$ cat config.mk
export PLATFORM = sky130hd
export DESIGN_NAME = quoted_string_unescaper_core
export DESIGN_NICKNAME = d
export VERILOG_FILES = /design/src/rtl/qsu_pkg.sv /design/src/rtl/qsu_decode.sv /design/src/rtl/qsu_out_fifo.sv /design/src/rtl/quoted_string_unescaper_core.sv
export SDC_FILE = /design/constraint.sdc
export NUM_CORES = 1
export LEC_CHECK = 0
export BUFFER_PORTS_ARGS = -buffer_cell sky130_fd_sc_hd__clkbuf_2
export CORE_UTILIZATION = 40
export CTS_CLUSTER_SIZE = 24
export DETAILED_ROUTE_END_ITERATION = 7
export PLACE_DENSITY_LB_ADDON = 0.3
export SYNTH_ARGS = -nofsm -noshare
export SYNTH_HDL_FRONTEND = slang
export SYNTH_SLANG_ARGS = --single-unit
$ cat constraint.sdc
create_clock -name clk -period 5.56 [get_ports clk]
set_input_delay 0.278 -clock clk [delete_from_list [all_inputs] [get_ports clk]]
set_output_delay 0.278 -clock clk [all_outputs]
set_load 0.01 [all_outputs]
$ cat src/rtl/qsu_pkg.sv
// Package for the quoted-string unescaper: types, character codes and
// per-byte helper functions. No dependencies.
package qsu_pkg;

  localparam int unsigned FIFO_DEPTH = 4;
  localparam int unsigned PTR_W      = $clog2(FIFO_DEPTH);
  localparam int unsigned CNT_W      = $clog2(FIFO_DEPTH + 1);

  localparam logic [7:0] CH_NUL    = 8'h00;
  localparam logic [7:0] CH_LF     = 8'h0A;
  localparam logic [7:0] CH_HASH   = 8'h23;
  localparam logic [7:0] CH_SQUOTE = 8'h27;
  localparam logic [7:0] CH_BSLASH = 8'h5C;
  localparam logic [7:0] CH_0      = 8'h30;
  localparam logic [7:0] CH_7      = 8'h37;
  localparam logic [7:0] CH_9      = 8'h39;
  localparam logic [7:0] CH_LA     = 8'h61;
  localparam logic [7:0] CH_LF_A   = 8'h66;
  localparam logic [7:0] CH_UA     = 8'h41;
  localparam logic [7:0] CH_UF     = 8'h46;
  localparam logic [7:0] CH_X      = 8'h78;
  localparam logic [7:0] CH_T      = 8'h74;
  localparam logic [7:0] CH_N      = 8'h6E;
  localparam logic [7:0] CH_F      = 8'h66;
  localparam logic [7:0] CH_R      = 8'h72;
  localparam logic [7:0] CH_V      = 8'h76;
  localparam logic [7:0] CH_B      = 8'h62;
  localparam logic [7:0] CH_A      = 8'h61;
  localparam logic [7:0] CH_TAB    = 8'h09;
  localparam logic [7:0] CH_NL     = 8'h0A;
  localparam logic [7:0] CH_FF     = 8'h0C;
  localparam logic [7:0] CH_CR     = 8'h0D;
  localparam logic [7:0] CH_VT     = 8'h0B;
  localparam logic [7:0] CH_BS     = 8'h08;
  localparam logic [7:0] CH_BEL    = 8'h07;

  typedef enum logic [2:0] {
    PH_IDLE  = 3'd0,
    PH_BODY  = 3'd1,
    PH_ESC   = 3'd2,
    PH_SQESC = 3'd3,
    PH_HEX1  = 3'd4,
    PH_HEX2  = 3'd5,
    PH_OCT2  = 3'd6,
    PH_OCT3  = 3'd7
  } phase_t;

  typedef enum logic [1:0] {
    KIND_BYTE   = 2'd0,
    KIND_CLOSED = 2'd1,
    KIND_UNTERM = 2'd2
  } kind_t;

  typedef struct packed {
    logic [7:0] out_byte;
    kind_t      kind;
    logic       last;
  } res_t;

  typedef struct packed {
    logic   emit;
    res_t   res;
    phase_t phase;
  } body_t;

  typedef struct packed {
    logic [1:0] n;
    res_t       r0;
    res_t       r1;
    phase_t     phase_next;
    logic [7:0] quote_next;
    logic [7:0] esc_next;
  } dec_t;

  function automatic res_t mk_res(logic [7:0] b, kind_t k);
    res_t r;
    r.out_byte = (k == KIND_BYTE) ? b : 8'h00;
    r.kind     = k;
    r.last     = (k != KIND_BYTE);
    return r;
  endfunction

  // bit 4 = valid, bits 3:0 = digit value
  function automatic logic [4:0] hex_digit(logic [7:0] b);
    logic [7:0] t;
    logic [4:0] h;
    t = 8'h00;
    h = 5'd0;
    if (b >= CH_0 && b <= CH_9) begin
      t = b - CH_0;
      h = {1'b1, t[3:0]};
    end else if (b >= CH_LA && b <= CH_LF_A) begin
      t = b - CH_LA + 8'd10;
      h = {1'b1, t[3:0]};
    end else if (b >= CH_UA && b <= CH_UF) begin
      t = b - CH_UA + 8'd10;
      h = {1'b1, t[3:0]};
    end
    return h;
  endfunction

  function automatic logic is_octal(logic [7:0] b);
    return (b >= CH_0) && (b <= CH_7);
  endfunction

  // Ordinary byte of the string body.
  function automatic body_t body_byte(logic [7:0] b, logic [7:0] q);
    body_t o;
    o.emit  = 1'b1;
    o.res   = mk_res(b, KIND_BYTE);
    o.phase = PH_BODY;
    if (b == q) begin
      o.res   = mk_res(8'h00, KIND_CLOSED);
      o.phase = PH_IDLE;
    end else if (b == CH_NUL) begin
      o.res   = mk_res(8'h00, KIND_UNTERM);
      o.phase = PH_IDLE;
    end else if (b == CH_BSLASH) begin
      o.emit  = 1'b0;
      o.phase = (q == CH_SQUOTE) ? PH_SQESC : PH_ESC;
    end
    return o;
  endfunction

endpackage

$ cat src/rtl/qsu_decode.sv
// Per-byte decode step: current escape state plus one source byte gives
// the next state and up to two results. Depends on qsu_pkg.
module qsu_decode import qsu_pkg::*; (
  input  phase_t     phase,
  input  logic [7:0] quote_char,
  input  logic [7:0] escape_value,
  input  logic [7:0] data_byte,
  input  logic       start_req,
  output dec_t       dec
);

  body_t      bb;
  logic [4:0] hx;
  logic [7:0] oct_d;
  logic [7:0] ev_sh3;

  assign bb     = body_byte(data_byte, quote_char);
  assign hx     = hex_digit(data_byte);
  assign oct_d  = data_byte - CH_0;
  assign ev_sh3 = {escape_value[4:0], 3'b000};

  // on a byte that ends an escape early: emits a leading result r0, then the byte handled as body
  always_comb begin
    dec.n          = 2'd0;
    dec.r0         = mk_res(8'h00, KIND_BYTE);
    dec.r1         = mk_res(8'h00, KIND_BYTE);
    dec.phase_next = phase;
    dec.quote_next = quote_char;
    dec.esc_next   = escape_value;
    if (start_req) begin
      dec.quote_next = data_byte;
      dec.esc_next   = 8'h00;
      dec.phase_next = PH_BODY;
    end else begin
      case (phase)
        PH_BODY: begin
          dec.n          = {1'b0, bb.emit};
          dec.r0         = bb.res;
          dec.phase_next = bb.phase;
        end
        PH_ESC: begin
          dec.n          = 2'd1;
          dec.phase_next = PH_BODY;
          dec.r0         = mk_res(data_byte, KIND_BYTE);
          case (data_byte)
            CH_NUL: begin
              dec.r0         = mk_res(8'h00, KIND_UNTERM);
              dec.phase_next = PH_IDLE;
            end
            CH_LF:  dec.n = 2'd0;
            CH_T:   dec.r0 = mk_res(CH_TAB, KIND_BYTE);
            CH_N:   dec.r0 = mk_res(CH_NL, KIND_BYTE);
            CH_F:   dec.r0 = mk_res(CH_FF, KIND_BYTE);
            CH_R:   dec.r0 = mk_res(CH_CR, KIND_BYTE);
            CH_V:   dec.r0 = mk_res(CH_VT, KIND_BYTE);
            CH_B:   dec.r0 = mk_res(CH_BS, KIND_BYTE);
            CH_A:   dec.r0 = mk_res(CH_BEL, KIND_BYTE);
            CH_X: begin
              dec.n          = 2'd0;
              dec.phase_next = PH_HEX1;
            end
            default: begin
              if (is_octal(data_byte)) begin
                dec.n          = 2'd0;
                dec.esc_next   = oct_d;
                dec.phase_next = PH_OCT2;
              end
            end
          endcase
        end
        PH_SQESC: begin
          if (data_byte == CH_BSLASH || data_byte == CH_SQUOTE || data_byte == CH_HASH) begin
            dec.n          = 2'd1;
            dec.r0         = mk_res(data_byte, KIND_BYTE);
            dec.phase_next = PH_BODY;
          end else begin
            dec.n          = {bb.emit, ~bb.emit};
            dec.r0         = mk_res(CH_BSLASH, KIND_BYTE);
            dec.r1         = bb.res;
            dec.phase_next = bb.phase;
          end
        end
        PH_HEX1: begin
          if (hx[4]) begin
            dec.esc_next   = {4'h0, hx[3:0]};
            dec.phase_next = PH_HEX2;
          end else begin
            dec.n          = {bb.emit, ~bb.emit};
            dec.r0         = mk_res(CH_X, KIND_BYTE);
            dec.r1         = bb.res;
            dec.phase_next = bb.phase;
          end
        end
        PH_HEX2: begin
          if (hx[4]) begin
            dec.n          = 2'd1;
            dec.r0         = mk_res({escape_value[3:0], hx[3:0]}, KIND_BYTE);
            dec.phase_next = PH_BODY;
          end else begin
            dec.n          = {bb.emit, ~bb.emit};
            dec.r0         = mk_res(escape_value, KIND_BYTE);
            dec.r1         = bb.res;
            dec.phase_next = bb.phase;
          end
        end
        PH_OCT2: begin
          if (is_octal(data_byte)) begin
            dec.esc_next   = ev_sh3 + oct_d;
            dec.phase_next = PH_OCT3;
          end else begin
            dec.n          = {bb.emit, ~bb.emit};
            dec.r0         = mk_res(escape_value, KIND_BYTE);
            dec.r1         = bb.res;
            dec.phase_next = bb.phase;
          end
        end
        PH_OCT3: begin
          if (is_octal(data_byte) && escape_value[7:5] == 3'b000) begin
            dec.n          = 2'd1;
            dec.r0         = mk_res(ev_sh3 + oct_d, KIND_BYTE);
            dec.phase_next = PH_BODY;
          end else begin
            dec.n          = {bb.emit, ~bb.emit};
            dec.r0         = mk_res(escape_value, KIND_BYTE);
            dec.r1         = bb.res;
            dec.phase_next = bb.phase;
          end
        end
        default: dec.phase_next = PH_IDLE;
      endcase
    end
  end

endmodule

$ cat src/rtl/qsu_out_fifo.sv
// Result queue: takes zero, one or two results per cycle, hands out one.
// Depends on qsu_pkg.
module qsu_out_fifo import qsu_pkg::*; (
  input  logic             clk,
  input  logic             rst,
  input  logic [1:0]       push_n,
  input  res_t             push0,
  input  res_t             push1,
  output logic             room2,
  output logic             valid,
  input  logic             pop,
  output res_t             head
);

  res_t             mem [FIFO_DEPTH];
  logic [PTR_W-1:0] wr_ptr;
  logic [PTR_W-1:0] rd_ptr;
  logic [CNT_W-1:0] count;
  logic [PTR_W-1:0] wr_ptr1;

  assign wr_ptr1 = wr_ptr + PTR_W'(1);
  assign valid   = (count != '0);
  assign room2   = (count <= CNT_W'(FIFO_DEPTH - 2));
  assign head    = mem[rd_ptr];

  always_ff @(posedge clk) begin
    if (push_n != 2'd0) begin
      mem[wr_ptr] <= push0;
    end
    if (push_n == 2'd2) begin
      mem[wr_ptr1] <= push1;
    end
  end

  always_ff @(posedge clk) begin
    if (rst) begin
      wr_ptr <= '0;
      rd_ptr <= '0;
      count  <= '0;
    end else begin
      wr_ptr <= wr_ptr + PTR_W'(push_n);
      if (pop) begin
        rd_ptr <= rd_ptr + PTR_W'(1);
      end
      count <= count + CNT_W'(push_n) - CNT_W'(pop);
    end
  end

  a_count_bound: assert property (@(posedge clk) disable iff (rst)
    count <= CNT_W'(FIFO_DEPTH))
    else $error("result queue overflow");

  a_count_track: assert property (@(posedge clk) disable iff (rst)
    !$past(rst) |-> count == $past(count) + CNT_W'($past(push_n)) - CNT_W'($past(pop)))
    else $error("result queue count mismatch");

  a_no_underflow: assert property (@(posedge clk) disable iff (rst)
    pop |-> count != '0)
    else $error("pop from empty result queue");

endmodule

$ cat src/rtl/quoted_string_unescaper_core.sv
// Top level of the quoted-string unescaper: input register, escape state,
// decode step and result queue. Depends on qsu_pkg, qsu_decode, qsu_out_fifo.
// Path: each source byte is held in the input register, decoded and written to the result
// queue, whose head drives the output. One byte per cycle while the queue holds at most two
// results; when it holds more, input stalls until the output drains it, whatever the byte.
// Reset (rst, synchronous): state idle, quote and escape value zero, queue empty.
module quoted_string_unescaper_core import qsu_pkg::*; (
  input  logic       clk,
  input  logic       rst,
  input  logic       s_tvalid,
  output logic       s_tready,
  input  logic [7:0] s_tdata,   // [7:0] data_byte
  input  logic       s_tuser,   // [0] start_req
  output logic       m_tvalid,
  input  logic       m_tready,
  output logic [7:0] m_tdata,   // [7:0] out_byte
  output logic [1:0] m_tuser,   // [1:0] result_kind
  output logic       m_tlast
);

  logic       in_valid;
  logic [7:0] in_byte;
  logic       in_start;
  phase_t     phase;
  logic [7:0] quote_char;
  logic [7:0] escape_value;
  dec_t       dec;
  logic       room2;
  logic       advance;
  logic       pop;
  res_t       head;

  assign advance  = in_valid && room2;
  assign s_tready = !in_valid || advance;
  assign pop      = m_tvalid && m_tready;
  assign m_tdata  = head.out_byte;
  assign m_tuser  = head.kind;
  assign m_tlast  = head.last;

  always_ff @(posedge clk) begin
    if (rst) begin
      in_valid <= 1'b0;
    end else if (s_tready) begin
      in_valid <= s_tvalid;
    end
  end

  always_ff @(posedge clk) begin
    if (s_tready && s_tvalid) begin
      in_byte  <= s_tdata;
      in_start <= s_tuser;
    end
  end

  always_ff @(posedge clk) begin
    if (rst) begin
      phase        <= PH_IDLE;
      quote_char   <= 8'h00;
      escape_value <= 8'h00;
    end else if (advance) begin
      phase        <= dec.phase_next;
      quote_char   <= dec.quote_next;
      escape_value <= dec.esc_next;
    end
  end

  qsu_decode u_decode (
    .phase        (phase),
    .quote_char   (quote_char),
    .escape_value (escape_value),
    .data_byte    (in_byte),
    .start_req    (in_start),
    .dec          (dec)
  );

  qsu_out_fifo u_fifo (
    .clk    (clk),
    .rst    (rst),
    .push_n (advance ? dec.n : 2'd0),
    .push0  (dec.r0),
    .push1  (dec.r1),
    .room2  (room2),
    .valid  (m_tvalid),
    .pop    (pop),
    .head   (head)
  );

  a_pair_first_byte: assert property (@(posedge clk) disable iff (rst)
    (advance && dec.n == 2'd2) |-> dec.r0.kind == KIND_BYTE)
    else $error("first of two results is not a data byte");

  a_start_opens: assert property (@(posedge clk) disable iff (rst)
    (advance && in_start) |=> (phase == PH_BODY && quote_char == $past(in_byte)))
    else $error("start byte did not open a string");

  a_end_goes_idle: assert property (@(posedge clk) disable iff (rst)
    (advance && !in_start && dec.n != 2'd0 &&
     (dec.n == 2'd2 ? dec.r1.last : dec.r0.last)) |=> phase == PH_IDLE)
    else $error("string end did not return to idle");

endmodule

Word-level counts from Yosys, hierarchy flattened
Memories as Yosys holds them, arrays and structs flattened. A register that Yosys moved wholly into a read port is not among the register bits.
Cells that the tools add are included.
- divide/modulo/power cells: 0
- add/sub/neg operators: 11
- bitwise gates (word level): 1
- shifts and indexed selects: 0
- eq/ne operators: 26
- multiplexer cells: 47
- order comparisons: 8
- reduce and logical (&&, ||, !) cells: 23
- $mul: 0
- operators with widths (operator ; count):
    $pmux W13 S7 ; 1
    $pmux W11 S8 ; 1
    $eq A8 B7 Y1 const B ; 9
    $mux W24 ; 3
    $pmux W11 S5 ; 1
    $mux W11 ; 4
    $mux W8 ; 5
    $mux W13 ; 3
    $mux W3 ; 9
    $eq A8 B6 Y1 const B ; 3
    $pmux W8 S3 ; 1
    $pmux W3 S7 ; 1
    $ge A8 B7 Y1 const B ; 2
    $le A8 B6 Y1 const B ; 2
    $le A8 B7 Y1 const B ; 2
    $reduce_or A8 Y1 ; 2
    $mux W5 ; 3
    $mux W14 ; 1
    $eq A3 B3 Y1 const B ; 4
    $reduce_or A10 Y1 ; 1
    $mux W1 ; 9
    $ne A3 B2 Y1 const B ; 3
    $pmux W3 S3 ; 1
    $add A4 B4 Y4 const B ; 2
    29 further kinds ; 43
- register bits: 36
- memories: 1
- ROM bits: 0
- bits in writable memories: 44
- latch bits: 0
- output and inout port bits: 13
- memory list (memory ; depth ; bits a word ; read ports ; clocked after memory_dff ; write ports ; line ; text):
    u_fifo.mem ; 4 ; 11 ; 1 ; 1 ; 2 ; qsu_out_fifo.sv:15 ; res_t mem [FIFO_DEPTH];

Logic depth before layout (Yosys ltp)
Gate-level depths: netlist (run 1).
- depth after elaboration: 12
- mapped depth: 18
- gate-level depth less buffers: 17

By module
A second synthesis (run 1) with hierarchy kept.
- cell total of the unflattened synthesis: 580
- area, all modules: 5999.5 um2
- modules (own cells, without submodules) (module ; instances ; area each (um2) ; seq. area each (um2) ; cells each):
    qsu_out_fifo ; 1 ; 2678.8 ; 1501.4 ; 152
    qsu_decode ; 1 ; 2182.1 ; 0.0 ; 325
    quoted_string_unescaper_core ; 1 ; 1138.6 ; 670.6 ; 103

Worst setup path before layout (run 1)
OpenSTA, ideal clock, no wires.
- kind: register to register
- from: register in_byte[4]
- to: register u_fifo.count[2]
- clock period less this slack: 3.695 ns
- arrival time: 3.568 ns
- required time: 5.432 ns
- buffers on the path: 1
- path slack: 1.865 ns
- cell stages (with the launch flop): 18
- path through: edfxtp_1 -> ha_1 -> buf_2 -> or4b_1 -> o211ai_1 -> a22oi_2 -> nor2_1 -> o211ai_1 -> or2_2 -> nand2_1 -> ha_1 -> inv_1 -> ha_1 -> inv_1 -> fa_1 -> xnor2_1 -> xnor2_1 -> nor2_1
- cells in the longest elaborated chain, start to end: 11
- elaborated cells between the ends (all ways): 49
- ends and longest elaborated chain (item ; line ; text):
    from (decl) ; quoted_string_unescaper_core.sv:22 ; logic [7:0] in_byte;
    from (signal assigned) ; quoted_string_unescaper_core.sv:50 ; in_byte <= s_tdata;
    $ge A8 B7 Y1 (tied with other cells) ; qsu_pkg.sv:95 ; end else if (b >= CH_UA && b <= CH_UF) begin
    $logic_and A1 B1 Y1 / $mux W1 (equally long branches) ; qsu_pkg.sv:95, qsu_pkg.sv:118 ;
    $mux W5 / $mux W1 (equally long branches) ; qsu_pkg.sv:95, qsu_pkg.sv:115 ;
    $mux W5 / $mux W1 (equally long branches) ; qsu_pkg.sv:92, qsu_pkg.sv:112 ;
    $mux W5 / $not A1 Y1 (equally long branches) ; -- ;
    $mux W13 (tied with other cells) ; qsu_decode.sv:95 ; if (hx[4]) begin
    $pmux W13 S7 * ; qsu_decode.sv:35 ; case (phase)
    $mux W24 * ; qsu_decode.sv:30 ; if (start_req) begin
    $mux W2 * ; quoted_string_unescaper_core.sv:79 ; .push_n (advance ? dec.n : 2'd0),
    $add A3 B2 Y3 * ; qsu_out_fifo.sv:45 ; count <= count + CNT_W'(push_n) - CNT_W'(pop);
    $sub A3 B1 Y3 * ; qsu_out_fifo.sv:45 ;
    to (signal assigned) ; qsu_out_fifo.sv:45 ;
    to (decl) ; qsu_out_fifo.sv:18 ; logic [CNT_W-1:0] count;
Mark *: on every way between the ends. The rest lies on a longest branch, timed or not.
A chain may end at the register's enable or synchronous reset.

Worst setup path after layout (run 1)
- from: register in_byte[5]
- to: register u_fifo.count[2]
Same word-level chain as after synthesis.

==> results of run 1 <==
## placed cells by master, fill, tap and decap left out, types with 7 or more instances in the layout
cell type and n:
a32o_1 11, and2_1 10, nand3_1 29, a22oi_1 7, o22ai_1 11, nor2_1 59
xnor2_1 18, ha_1 18, a21oi_1 41, o21ai_0 34, dfxtp_1 29, nor3_1 9
edfxtp_1 53, inv_1 16, a21o_1 10, nand4_1 7, nand2_1 47, clkbuf_16 9
clkbuf_2 25, mux4_2 11
## cell usage after synthesis (all sizes together) (6+ instances only)
library cell	count
and2	10
a21o	10
o211ai	7
a32o	11
clkbuf	15
nand3	29
mux4	11
buf	15
a211oi	6
xnor2	18
a21oi	44
inv	16
nand2	47
mux2	6
nor2	60
nor3	10
dfxtp	29
o21ai	36
ha	18
a22oi	8
or3	7
o22ai	11
a31oi	6
nand4	8
edfxtp	53
## registers in the layout, indices dropped and copies added (netlist names), named ones only
name and cells:
quote_char 8, in_byte 8, u_fifo.count 3, u_fifo.wr_ptr 2, phase 3, escape_value 8, u_fifo.rd_ptr 2, in_start 1
in_valid 1, u_fifo.mem 44
## final timing paths
check                                     start              end  slack (ns)  cells past startpoint
worst max-delay path                 in_byte[5]  u_fifo.count[2]        1.08                     16
worst min-delay path                 s_tdata[7]       in_byte[7]        0.08                      1
worst max register to register       in_byte[5]  u_fifo.count[2]        1.08                     16
worst min register to register  escape_value[5]  escape_value[5]        0.49                      2
## per-stage QoR
stage	power, W	cell area, um2	std cells	hold WS (ns)
floorplan	0.00104	5650	591	0.377
global placement	0.00117	5880	769	0.455
detailed placement	0.00117	5880	769	0.458
CTS	0.00178	6180	785	0.0856
global route	0.00185	6180	785	0.0908
finish	0.00177	6180	785	0.0849
## power by group through the flow
stage | registers, W | clock network [W] | logic, W
finish | 0.000763 | 0.000610 | 0.000398
global route | 0.000774 | 0.000635 | 0.000439
CTS | 0.000764 | 0.000616 | 0.000400
detailed placement | 0.000776 | 0 | 0.000399
global placement | 0.000775 | 0 | 0.000397
floorplan | 0.000712 | 0 | 0.000332
## worst max-delay path: stages (launching register included)
cell	delay (ns)
edfxtp_1	0.68
ha_1	0.45
nor3b_1	0.44
a31oi_1	0.18
o21ai_1	0.51
nor2_1	0.27
o211ai_1	0.28
or2_2	0.19
nand2_1	0.06
ha_1	0.28
inv_1	0.05
ha_1	0.13
inv_1	0.05
fa_1	0.38
xnor2_1	0.19
xnor2_1	0.14
nor2_1	0.05
## logic make-up (layout without fill, tap and decap cells)
| kind of cell | Yosys count | count (layout) | synth area share |
|---|---|---|---|
| multiplexers | 20 | 20 | 0.0611 |
| adder cells (fa/ha/maj) | 20 | 20 | 0.0470 |
| XOR/XNOR | 21 | 21 | 0.0326 |
| buffers and inverters | 48 | 62 | 0.0361 |
| flip-flops | 82 | 82 | 0.385 |
| AND/OR/NAND/NOR | 215 | 215 | 0.202 |
| AO/OA/AOI/OAI | 185 | 185 | 0.237 |
## layer usage
| metal | global-route usage | wire [um] |
|---|---|---|
| met1 | 0.307 | 7270 |
| met2 | 0.402 | 8180 |
| met3 | 0.0396 | 1040 |
| met4 | 0.113 | 519 |
| met5 | 0 | 0 |
## final cells by class
type                            instances  area [um2]  area share
Tap cell                              180         225      0.0365
Timing Repair Buffer                   28         148      0.0239
Inverter                               18        67.6      0.0109
Clock buffer                           10         229      0.0371
Multi-Input combinational cell        461        3270       0.530
Sequential cell                        82        2170       0.352
Clock inverter                          6        63.8      0.0103
==> run summary, run 1 <==
Vias in the first global route: 4759
Min cycle time layout: 4.48 ns
Yosys top cell by area: edfxtp_1
Ys flop type: edfxtp_1
Crit end category: flop
Max clock buf depth: 2
Routed WL per cell: 21.7 um
LEAKAGE: 2.16 nW
Hold Buf Count CTS: 0
Clock slew at reported path FFs: 0.08 ns
Nets: 633
Endpoints failing hold: 0
Clock Power Share: 0.344
Ys Warns: 0
Post-route setup slack: 1.08 ns
Initial Util: 0.408
Layout cells sized above 1: 0.140
WP data required: 5.78 ns
Setup_tns: 0 ns
Final setup fails: 0
Crit path launch type: flop
Async set-reset flop share out of synthesis: 0
Synth area leaders: edfxtp_1 28%, dfxtp_1 10%, mux4_2 4.4%
DR vias/cell: 6.24
Pins over their slew limit: 0
Pre-CTS WS: 1.19 ns
Grt total ovfl: 0
Mean Syn Cell Area: 9.56 um2
Pwr Density: 287 nW/um2
Max VDD drop: 0.141 mV
EDFF count, synth: 53
Num Clock Sinks: 82
Filler cells: 1327
Drt drc: 0
Final Skew: 0.0221 ns
Root Buffer: clkbuf_16
Largest net degree at the start of global routing: 31
Max Cap Viol: 0
CORE AREA: 13800 um2
RSZ-0062 raised after global routing: false
CTS H-Tree Depth: 3
Worst-margin pin slew: 1.19 ns
Critical-path maximum fanout: 13
Synth top area share: 0.282
Clk_lat worst skew: 0.36 ns
P_sw: 0.000553 W
Final wirelength: 17000 um
Post-DRT Antenna Nets: 0
Gr usage total: 0.242
Tcrit/Tclk final: 0.805
1st-iter DRT viols: 527
#FFs+latches synth: 82
Switching power share of the total: 0.312
# resized after CTS: 0
Post-synthesis cell type count: 86
DP Wirelength: 12500 um
Gate power share: 0.225
Die Span Y: 121 um
Post-CTS setup buffers: 0
Syn nets: 624
1st-pass router iterations: 6
Row count: 43
Area of the mapped netlist: 5650 um2
Gpl congestion: 0.949
Int Power: 0.00122 W
Cells after Synth: 591
Die W: 121 um
FMAX: 223 MHz
First-pass GRT wire length: 26500 um
CP arrival: 4.70 ns
Sequential area share after synthesis: 0.385
TritonCTS Buffers: 9
I/O Buffers: 25
# IOs: 26
# diodes: 0
Outcome: complete, no violations
Relative slew slack: 0.199
Final core occ: 0.447
Clock tree from TritonCTS: done
Crit path kind: reg -> reg
Vias: 4897
Worst Hold Class: in -> reg
Syn-to-layout area delta: 9.37%
Seq pwr share: 0.431
Die area: 14600 um2
Initial antenna violation count: 0
No activity file was read; power rests on OpenSTA's default activity.
==> run 2, diff against run 1 <==
clock period = 4 ns   (was 5.56 ns; I/O delays follow)
==> run summary, run 2 (synthesis gave the netlist of run 1 again) <==
Non-filler cells, final: 825 (+5.1%)
Vias in the first global route: 4872 (+2.4%)
Max FFs per register: 44 (unchanged)
Syn-to-layout area delta: 14.6%
Post-route cell area: 6470 um2 (+4.8%)
Worst Hold Class: in -> reg
Clock tree from TritonCTS: done
Routed WL per cell: 21.4 um (-1.2%)
Layout cells sized above 1: 0.203 (+0.0626)
Max VDD drop: 0.169 mV (+20%)
DP Area: 6180 um2 (+5.0%)
1st-iter DRT viols: 421 (-20%)
WP data required: 4.22 ns (-1.56 ns)
Switching power share of the total: 0.322 (+0.00947)
DP Wirelength: 13500 um (+8.8%)
Endpoints failing hold: 0 (unchanged)
Hold Worst Slack: 0.0134 ns (-0.0715 ns)
Row count: 43 (unchanged)
Die area: 14600 um2 (unchanged)
Clk_lat worst skew: 0.36 ns (about the same)
Max clock buf depth: 2 (unchanged)
Int Power: 0.00165 W (+35%)
Leading cell type in the layout, fill and taps excluded: nor2_1
Nets: 673 (+6.3%)
Crit end category: flop
RSZ-0062 raised after global routing: false
Pwr Density: 376 nW/um2 (+31%)
Largest net degree at the start of global routing: 31 (unchanged)
FMAX: 264 MHz (+18%)
Num Clock Sinks: 82 (unchanged)
CORE AREA: 13800 um2 (unchanged)
# diodes: 0 (unchanged)
Root Buffer: clkbuf_16
P_sw: 0.000782 W (+41%)
First-pass GRT wire length: 27600 um (+3.9%)
Vias: 5092 (+4.0%)
Seq pwr share: 0.419 (-0.012)
Commonest non-fill, non-tap cells in the layout: 59 x nor2_1, 53 x edfxtp_1, 47 x nand2_1
Die Span Y: 121 um (unchanged)
LEAKAGE: 2.32 nW (+7.3%)
Final Skew: 0.0150 ns (-0.00709 ns)
CTS H-Tree Depth: 3 (unchanged)
Initial Util: 0.408 (unchanged)
Crit path kind: reg -> reg
Flop-to-flop setup slack: 0.21 ns (-0.87 ns)
Tcrit/Tclk final: 0.948 (+0.142)
Post-DRT Antenna Nets: 0 (unchanged)
Pre-CTS WS: 0.170 ns (-1.02 ns)
Initial antenna violation count: 0 (unchanged)
Clock slew at reported path FFs: 0.07 ns (about the same)
Critical-path maximum fanout: 8 (-5)
# IOs: 26 (unchanged)
DR vias/cell: 6.17 (-1.1%)
Drt drc: 0 (unchanged)
Gate power share: 0.256 (+0.031)
Setup_tns: 0 ns (unchanged)
Clock Power Share: 0.325 (-0.019)
Hold Buf Count CTS: 0 (unchanged)
Post-route setup slack: 0.209 ns (-0.872 ns)
Top reg by flops: u_fifo.mem
Grt total ovfl: 0 (unchanged)
Gpl congestion: 0.978 (+3.0%)
Final setup fails: 0 (unchanged)
Inst Count DP: 808 (+5.1%)
Final wirelength: 17600 um (+3.8%)
Die W: 121 um (unchanged)
Worst-margin pin slew: 0.760 ns (-0.427 ns)
Filler cells: 1322 (-0.38%)
Max Cap Viol: 0 (unchanged)
I/O Buffers: 25 (unchanged)
Relative slew slack: 0.492 (+0.294)
Min cycle time layout: 3.79 ns (-0.688 ns)
Pins over their slew limit: 0 (unchanged)
Outcome: complete, no violations
CP arrival: 4.01 ns (-0.69 ns)
TritonCTS Buffers: 9 (unchanged)
Crit path launch type: flop
1st-pass router iterations: 5 (-1)
Gr usage total: 0.252 (+0.00946)
==> run 2: cell count changes in the layout (fill, tap and decap cells not counted), sizes merged <==
cell / delta
buf: +40
clkinvlp: +3
bufinv: -1
clkbuf: -1
inv: -1
==> run 2: what timing repair did <==
| item | in CTS | in global routing |
|---|---|---|
| setup endpoints to repair | 0 | 1 |
| gates resized for setup | 0 | 3 |
| endpoints found under the hold margin | 0 | 0 |
| buffers inserted | 0 | 1 |
==> run 2: per-stage QoR <==
| stage | util | power, W |
|---|---|---|
| finish | 0.468 | 0.00243 |
| floorplan | - | 0.00145 |
| global placement | 0.447 | 0.00164 |
| detailed placement | 0.447 | 0.00166 |
| global route | 0.468 | 0.00255 |
| CTS | 0.467 | 0.00244 |
==> run 2: metal layers <==
metal / track usage / vias to the layer above / wire [um]
met5: 0 / - / 0
met4: 0.0957 / 0 / 479
met3: 0.0406 / 39 / 1080
met2: 0.420 / 223 / 8480
met1: 0.325 / 2461 / 7610
li1: - / 2369 / -
==> run 2: path summary, 6_finish.rpt <==
path | from | to | cells past startpoint
min | s_tdata[6] | in_byte[6] | 1
max | in_byte[4] | u_fifo.count[2] | 17
max reg2reg | in_byte[4] | u_fifo.count[2] | 17
min reg2reg | escape_value[5] | escape_value[5] | 2
==> run 2: power groups by stage <==
stage | logic, W | clock network, W | registers [W]
floorplan | 0.000461 | 0 | 0.000989
global route | 0.000687 | 0.000830 | 0.00103
detailed placement | 0.000618 | 0 | 0.00104
CTS | 0.000621 | 0.000800 | 0.00102
finish | 0.000624 | 0.000790 | 0.00102
global placement | 0.000605 | 0 | 0.00104
==> run 2: critical path, stage by stage, from the launching register on <==
cell and delay (ns):
edfxtp_1 0.46, ha_1 0.24, buf_4 0.17, and2_1 0.21, a311o_1 0.36, a22oi_2 0.23, nor2_1 0.10, o211ai_1 0.27
or2_2 0.22, nand2_1 0.07, ha_1 0.28, inv_1 0.06, ha_1 0.12, inv_1 0.05, fa_1 0.40, xnor2_1 0.20
xnor2_1 0.16, nor2_1 0.06
==> run 2: final cells by class <==
class,count,area (um2),area share
repair buffers,68,448,0.0692
inverters,18,67.6,0.0104
flip-flops and latches,82,2170,0.335
clock inverters,7,53.8,0.00831
well taps,180,225,0.0348
clock buffers,9,225,0.0348
multi-input cells,461,3280,0.507
